===== config.mk =====
export PLATFORM = sky130hd
export DESIGN_NAME = mbf_ram
export DESIGN_NICKNAME = d
export VERILOG_FILES = /design/src/sv/mbf_ram.sv
export SDC_FILE = /design/constraint.sdc
export NUM_CORES = 1
export LEC_CHECK = 0
export BUFFER_PORTS_ARGS = -buffer_cell sky130_fd_sc_hd__buf_4
export CAP_MARGIN = 15
export CELL_PAD_IN_SITES_DETAIL_PLACEMENT = 2
export CELL_PAD_IN_SITES_GLOBAL_PLACEMENT = 2
export CORE_ASPECT_RATIO = 1.1
export CORE_MARGIN = 5
export CORE_UTILIZATION = 35
export CTS_BUF_LIST = sky130_fd_sc_hd__clkbuf_8
export DETAILED_ROUTE_END_ITERATION = 16
export PLACE_DENSITY = 0.67
export SLEW_MARGIN = 40
export SYNTH_ARGS = -nofsm -noshare
export SYNTH_HDL_FRONTEND = slang
export SYNTH_SLANG_ARGS = --single-unit

===== constraint.sdc =====
create_clock -name clock -period 2.8 [get_ports clock]
set_input_delay 0.14 -clock clock [delete_from_list [all_inputs] [get_ports clock]]
set_output_delay 0.14 -clock clock [all_outputs]
set_load 0.02 [all_outputs]

===== src/sv/mbf_ram.sv =====
// generic single write, single read ram with registered read
`timescale 1ns / 1ps
`default_nettype none
module mbf_ram #(
   parameter int WIDTH = 8,
   parameter int DEPTH = 16,
   localparam int AW = $clog2(DEPTH)
) (
   input  wire logic             clock,
   input  wire logic             we,
   input  wire logic [AW-1:0]    waddr,
   input  wire logic [WIDTH-1:0] wdata,
   input  wire logic [AW-1:0]    raddr,
   output logic      [WIDTH-1:0] rdata
);
   logic [WIDTH-1:0] mem_ff [DEPTH];
   logic [WIDTH-1:0] rdata_ff;

   always_ff @(posedge clock) begin
      if (we) begin
         mem_ff[waddr] <= wdata;
      end
      rdata_ff <= mem_ff[raddr];
   end

   assign rdata = rdata_ff;
endmodule
`default_nettype wire


==> impl_metrics.ini <==
[run_status]
status = completed

[floorplanning]
die_w_um = 126
boundaryPins = 26
die_h_um = 137
fp-row-count = 46
start_util_pct = 35.6
dieArea_um2 = 17200
core_region_area_um2 = 14400

[timing]
slew_viol_final = 0
fin_skew_ns = 0.00949
slew_headroom_pct = 43.1
fin_crit_sh_pct = 53.7
finalHoldViolations = 0
clock.fmax_ghz = 0.665
tns_ns = 0
holdWs_ns = 0.0294
period_needed_ns = 1.50
setup_viol = 0
rsz0062_at_grt = no
worst_pin_slew_ns = 0.850

[critical_path]
worstPathArrival_ns = 1.82
r2r_start = mem_ff[1][1]
critPathLaunchType = flop
worst_ep_required_time_ns = 3.11
criticalPathCategory = reg -> reg
cp_slowest_cell = mux4_1
cp_cell_sequence = mux4_1 -> a22oi_1 -> nand2_1
worst-path-max-fanout = 1
worst_path_largest_cell_delay_ns = 0.51
crit_buf_inv = 0
crit_path_end_kind = flop
critPathLaunch = mem_ff[1][1]
cpLargestDelayFamily = multiplexers

[route]
route.detailed.wl_per_inst_um = 25.5
drtIter0Drc = 255
drtAntennaViolNets = 0
wirelength_um = 12400
vias = 2470
drc_errors = 0
post_drt_via_cell_ratio = 5.09
drtPass1Iterations = 4

[cells_and_area]
stdcell_area_um2 = 6100
n_antenna_cell = 0
fillers = 1325
area_growth_pct = 18.5
regArea_um2 = 4000
mostFrequentLayoutCells = edfxtp_1 (128), buf_4 (38), mux4_2 (18)
final_common_cell = edfxtp_1
drive_above_1_share_pct = 31.4
final_nets = 298
multi_input_area_um2 = 1070

[grt]
antenna_found_initial = 0
grt_max_degree = 33
grt.overflow.total = 0
grt_pass1_wl_um = 18500
gr-usage-all-layers_pct = 15.3
grt_pass1_vias = 2846

[clock_tree]
postCtsSetupBuffers = 0
root_buffer = clkbuf_8
h-tree-depth = 4
clkSinkCount = 136
cts_tree = yes
cts.path.max_buffers = 2
cts_made_buffers = 17
worstSkewPairLatency_ns = 0.43
clkSlewWorstSetupHoldPaths_ns = 0.08

[yosys]
synth-compound-area-share_pct = 2.33
synth.top_cell.area_share_pct = 74.7
syn_nets = 247
ys_warn_count = 0
yosysSeqAreaShare_pct = 77.8
synthMuxAreaShare_pct = 15.0
synth_top_family_by_area = multiplexers
synth_cell_types = 19
synthSimpleGateAreaFrac_pct = 3.18
syn_inst = 229
syn_area_um2 = 5150
avgSynthCellArea_um2 = 22.5
synthAdderAreaFrac_pct = 0
synth_top_cell_by_area = edfxtp_1
synth_xor_area_share_pct = 0
ys_seq_elements = 136
synth_area_leaders = edfxtp_1 (75%), mux4_2 (7.9%), mux4_1 (7.1%), dfxtp_1 (3.1%), a22oi_1 (2.3%)

[placed_design]
hpwl_um = 7830
gp_congestion = 0.704
port_buffers = 25
dpl_cell_area_um2 = 5590

[worst_hold_path]
hold_class = in -> reg
hp-start = wdata[7]

[pwr]
p_leak_nw = 2.03
peakVddDrop_mv = 0.262
p_per_area_nw_per_um2 = 718

[job]
cap_violations = 0
-- cells by family after synthesis --
logic type / after synthesis
AOI/OAI and AO/OA: 16
buffers and inverters: 10
DFF: 136
muxes: 32
and+or+nand+nor: 35
-- report_power, final --
part	switching, mW	internal [mW]	leakage (nW)
Combinational	0.141	0.103	0.578
Clock	0.779	1.07	0.232
Sequential	0.0184	2.27	1.22
-- state kept, by name, indices dropped and copies added (netlist names) --
name,flops
mem_ff,128
rdata,8
-- final cells by class --
class | count | share of cell area [%]
clock buffer | 17 | 3.84
clock inverter | 15 | 3.73
multi-input combinational | 83 | 17.5
sequential | 136 | 65.7
tap | 192 | 3.94
timing repair buffer | 42 | 5.33
-- synth_stat cells --
| master | count |
|---|---|
| edfxtp_1 | 128 |
| mux4_2 | 18 |
| a22oi_1 | 16 |
| mux4_1 | 14 |
| nor2_1 | 13 |
| nand2_1 | 9 |
| dfxtp_1 | 8 |
| nor3_1 | 4 |
| buf_2 | 3 |
| buf_6 | 3 |
| clkdlybuf4s25_2 | 3 |
| nand2b_1 | 2 |
| nand3b_1 | 2 |
| and2_1 | 1 |
| and2b_1 | 1 |
| buf_4 | 1 |
| nand3_1 | 1 |
| nor2b_1 | 1 |
| or3b_2 | 1 |
-- per-layer routing --
layer	track usage, %	up-vias	part of all wire [%]
li1	-	1072	-
met1	19.7	1326	44
met4	4.52	0	1.0
met3	3.61	11	3.3
met2	26.2	61	52
met5	0	-	0
-- path summary, 6_finish.rpt --
| path | end | slack, ns | cells past startpoint |
|---|---|---|---|
| setup / recovery | rdata[1] | 1.30 | 3 |
| hold / removal | mem_ff[13][7] | 0.03 | 1 |
| setup reg to reg | rdata[1] | 1.30 | 3 |
| hold reg to reg | rdata[1] | 0.69 | 3 |
-- through the flow --
| step | utilization [%] | total power [mW] | setup slack [ns] | instances |
|---|---|---|---|---|
| 4_1_cts | 42.2 | 4.44 | 1.28 | 485 |
| 3_3_place_gp | 38.7 | 2.57 | 0.866 | 449 |
| 6_report | 42.2 | 4.38 | 1.30 | 485 |
| 3_5_place_dp | 38.7 | 2.58 | 0.864 | 449 |
| 5_1_grt | 42.2 | 4.55 | 1.30 | 485 |
| 2_1_floorplan | - | 2.46 | 1.17 | 229 |
-- worst reg2reg max path, stage by stage, from the launching register on --
cell and delay [ns]:
edfxtp_1 0.39, mux4_1 0.51, a22oi_1 0.40, nand2_1 0.09
-- repair_timing --
item,4_1_cts,5_1_grt
hold endpoints to repair,49,0
gates resized for setup,0,0
hold buffers,4,0
No activity file was read; power rests on OpenSTA's default activity.
