`src/sv/mbf_cell.sv`:
```
// one row cell: picks its row's samples off the chain and forms a running prefix sum
`timescale 1ns / 1ps
`default_nettype none
module mbf_cell #(
   parameter int SAMPLE_W = 8,
   parameter int TAG_W    = 3,
   parameter int ACC_W    = 11,
   parameter int SUM_W    = 14
) (
   input  wire logic                clock,
   input  wire logic                reset,
   input  wire logic                clear,
   input  wire logic                in_valid,
   input  wire logic [TAG_W-1:0]    in_tag,
   input  wire logic [SAMPLE_W-1:0] in_sample,
   input  wire logic [SUM_W-1:0]    in_pass,
   output logic                     out_valid,
   output logic      [TAG_W-1:0]    out_tag,
   output logic      [SAMPLE_W-1:0] out_sample,
   output logic      [SUM_W-1:0]    out_pass
);
   logic                valid_ff, valid_in;
   logic [TAG_W-1:0]    tag_ff, tag_in;
   logic [SAMPLE_W-1:0] sample_ff;
   logic [ACC_W-1:0]    acc_ff, acc_in;
   logic [SUM_W-1:0]    pass_ff, pass_in;
   logic                mine;

   // tag counts down the cells still to go, zero means this row
   assign mine = in_valid && (in_tag == '0);

   always_comb begin
      valid_in = in_valid && !mine;
      tag_in   = in_tag - 1'b1;
      if (clear) begin
         acc_in = '0;
      end else if (mine) begin
         acc_in = acc_ff + ACC_W'(in_sample);
      end else begin
         acc_in = acc_ff;
      end
      pass_in = in_pass + SUM_W'(acc_ff);
   end

   always_ff @(posedge clock) begin
      if (reset) begin
         valid_ff <= 1'b0;
         acc_ff   <= '0;
         pass_ff  <= '0;
      end else begin
         valid_ff <= valid_in;
         acc_ff   <= acc_in;
         pass_ff  <= pass_in;
      end
      tag_ff    <= tag_in;
      sample_ff <= in_sample;
   end

   assign out_valid  = valid_ff;
   assign out_tag    = tag_ff;
   assign out_sample = sample_ff;
   assign out_pass   = pass_ff;
endmodule
`default_nettype wire

```
`config.mk`:
```
export PLATFORM = sky130hd
export DESIGN_NAME = mbf_cell
export DESIGN_NICKNAME = d
export VERILOG_FILES = /design/src/sv/mbf_cell.sv
export SDC_FILE = /design/constraint.sdc
export NUM_CORES = 1
export LEC_CHECK = 0
export ABC_AREA = 1
export BUFFER_PORTS_ARGS = -buffer_cell sky130_fd_sc_hd__buf_2
export CAP_MARGIN = 20
export CORE_MARGIN = 10
export CORE_UTILIZATION = 30
export DETAILED_ROUTE_END_ITERATION = 16
export MAX_ROUTING_LAYER = met4
export PLACE_DENSITY = 0.54
export SETUP_SLACK_MARGIN = 0.2
export SYNTH_ARGS = -nofsm -noshare
export SYNTH_HDL_FRONTEND = slang
export SYNTH_SLANG_ARGS = --single-unit
```
`constraint.sdc`:
```
create_clock -name clock -period 3.62 [get_ports clock]
set_input_delay 0.543 -clock clock [delete_from_list [all_inputs] [get_ports clock]]
set_output_delay 0.543 -clock clock [all_outputs]
set_load 0.02 [all_outputs]
```
==> impl_results.md <==
- Mapped Cells: 331
- DRC: 0
- Synth-to-layout area growth: 21.1%
- Avg Vias per Cell: 4.22
- Row cnt: 31
- Post-synth EDFFs: 0
- Largest net degree at the start of global routing: 17
- IO Pins: 55
- Final cell utilization of the core: 37.4%
- Ys async rst share: 0%
- CTS clock-pin slew for the worst setup and hold paths: 80 ps
- Clk_lat worst skew: 290 ps
- CTS tree: yes
- Yosys cell types: 27
- Port Buffer Count: 54
- Wirelength, routed: 5280 microns
- Fillers: 804
- Post-Synth Adder-Cell Area: 13.5%
- Max-slew headroom: 70.5%
- CP Class: register to register
- Clock sink total: 37
- Worst r2r path cells: 11
- Hold_ws: 368 ps
- Critical path startpoint category: register
- Min-Delay Path Class: input pin to register
- Vias in the first global route: 2007
- Wire length per cell: 10.8 microns
- Max IR drop VDD: 0.000127 V
- Worst EP arrival: 1950 ps
- CTS root buffer: clkbuf_8
- Slew Viols, Final: 0
- Pwr Total: 919 uW
- Total grt overflow: 0
- Seq/Total Area, Yosys: 33.0%
- Mux share of post-synthesis cell area: 0%
- Post-Route Setup TNS: 0 ps
- Main combinational cell family by area after synthesis: simple AND/OR/NAND/NOR gates
- NumNets Final: 442
- Worst reg2reg path startpoint: acc_ff[0]
- Main synth FF type: dfxtp_1
- Status: finished, final reports clean
- Post-Syn Area: 2240 sq um
- CP startpoint: acc_ff[0]
- Setup Skew: 6.02 ps
- Syn avg cell area: 6.77 sq um
- HPWL after detailed placement: 4380 microns
- DRT iter0 DRCs: 51
- CP Max Fanout: 4
- CTS Buf Count: 5
- Fmax: 567 MHz
- End of the critical path: acc_ff[8]
- Minimum clock period: 1760 ps
- Share of cells above drive strength 1: 19.0%
- Syn_nets: 383
- Initial Util: 30.9%
- Hold_buf cts: 0
- Most frequent cells in the layout: 97 x nand2_1, 64 x inv_1, 54 x buf_2
- R2r endpoint: acc_ff[8]
- Commonest non-fill, non-tap cell in the layout: nand2_1
- Post-CTS sizing: 0
- Antenna violations before repair: 0
- Vias: 2062
- Crit. End Element: register
- Core ar.: 7250 sq um
- Post-DRT Antenna Nets: 0
- Routability cong.: 0.858
- Post-Synth XOR/XNOR Area: 1.17%
- Number of synthesized register bits: 37
- Synth Area in Compound Gates: 8.26%
- RSZ-0062 raised after global routing: false
- Drt pass-1 iters: 4
- H-Tree Depth: 2
- GRT Overall Usage: 9.99%
- Die area: 11300 sq um
- Die X: 106 microns
- Final hold violation count: 0
- Worst Max-Slew Pin Slew: 442 ps
- Cell area power density: 338 nW/um^2
- Critical Path RT: 3800 ps
- Final period util: 48.7%
- Max-cap viol count: 0
- Synth Area in Simple Gates: 31.8%
- Setup violations, final: 0
- DIE HEIGHT: 106 microns
- Yosys warning total: 0
- First-pass GRT wire length: 9050 microns
- Worst R2R Setup Slack: 1860 ps
- Bufs on Longest Clock Path: 2
- Leak: 0.00157 uW
- ANT cells: 0
- Post-CTS setup buffer count: 0
power by group:
part	total [uW]	internal, uW	switching [uW]
combinational	137	49.3	88.1
clock	352	200	152
sequential	430	425	4.38
how the worst min path moves through the flow:
| stage | start | end | cells past startpoint |
|---|---|---|---|
| finish | in_sample[0] | out_sample[0] | 1 |
| global placement | acc_ff[0] | acc_ff[0] | 2 |
| floorplan | acc_ff[0] | acc_ff[0] | 2 |
| detailed placement | acc_ff[0] | acc_ff[0] | 2 |
| CTS | in_sample[0] | out_sample[0] | 1 |
| global route | in_sample[0] | out_sample[0] | 1 |
final cells by class:
type / count / area (sq um) / area share [%]
Sequential cell: 37 / 741 / 27.3
Inverter: 66 / 250 / 9.22
Clock buffer: 5 / 68.8 / 2.53
Timing Repair Buffer: 54 / 270 / 9.95
Multi-Input combinational cell: 226 / 1230 / 45.2
Clock inverter: 2 / 35.0 / 1.29
Tap cell: 99 / 124 / 4.56
metal layers:
layer | vias up | track usage (%) | share of wire (%)
met1 | 876 | 11.4 | 47
met4 | 0 | 2.61 | 1.0
met3 | 6 | 3.50 | 5.6
met2 | 42 | 16.4 | 46
met5 | - | - | 0
li1 | 1138 | - | -
sequential cells by signal (all words and copies together) (netlist names):
name / cells
out_pass: 14
out_tag: 3
acc_ff: 11
out_valid: 1
out_sample: 8
logic make-up (layout without fill, tap and decap cells):
kind of cell / Yosys count / after routing
buf+inv: 68 / 127
simple gates: 166 / 166
fa+ha+maj: 23 / 23
flops: 37 / 37
xor+xnor: 3 / 3
compound gates: 34 / 34
synthesized netlist by cell type (all sizes together), types with 2 or more instances:
library cell / number / area share, %
fa: 2 / 1.8
o21ai: 9 / 2.0
o21a: 4 / 1.3
xor2: 2 / 0.78
nand2: 103 / 18
dfxtp: 37 / 33
a21oi: 19 / 4.2
nand3: 26 / 6.3
and2: 2 / 0.56
nor2: 32 / 5.9
ha: 21 / 12
inv: 66 / 11
nand4: 2 / 0.56
through the flow:
stage          cell area (sq um)  std cells  setup slack (ps)
5_1_grt                     2720        489              1660
3_3_place_gp                2610        482              1630
6_report                    2720        489              1860
3_5_place_dp                2610        482              1610
2_1_floorplan               2240        331              1840
4_1_cts                     2720        489              1830
worst max-delay path: stages, from the launching register on:
cell and delay, ps:
dfxtp_1 370, ha_1 180, inv_1 50, fa_1 380, inv_1 80, nand3_1 60, nand2_1 130, nand3_1 80
nand2_1 130, nand3_1 80, nand2_1 70, nor2_1 40
No activity file was read; power rests on OpenSTA's default activity.
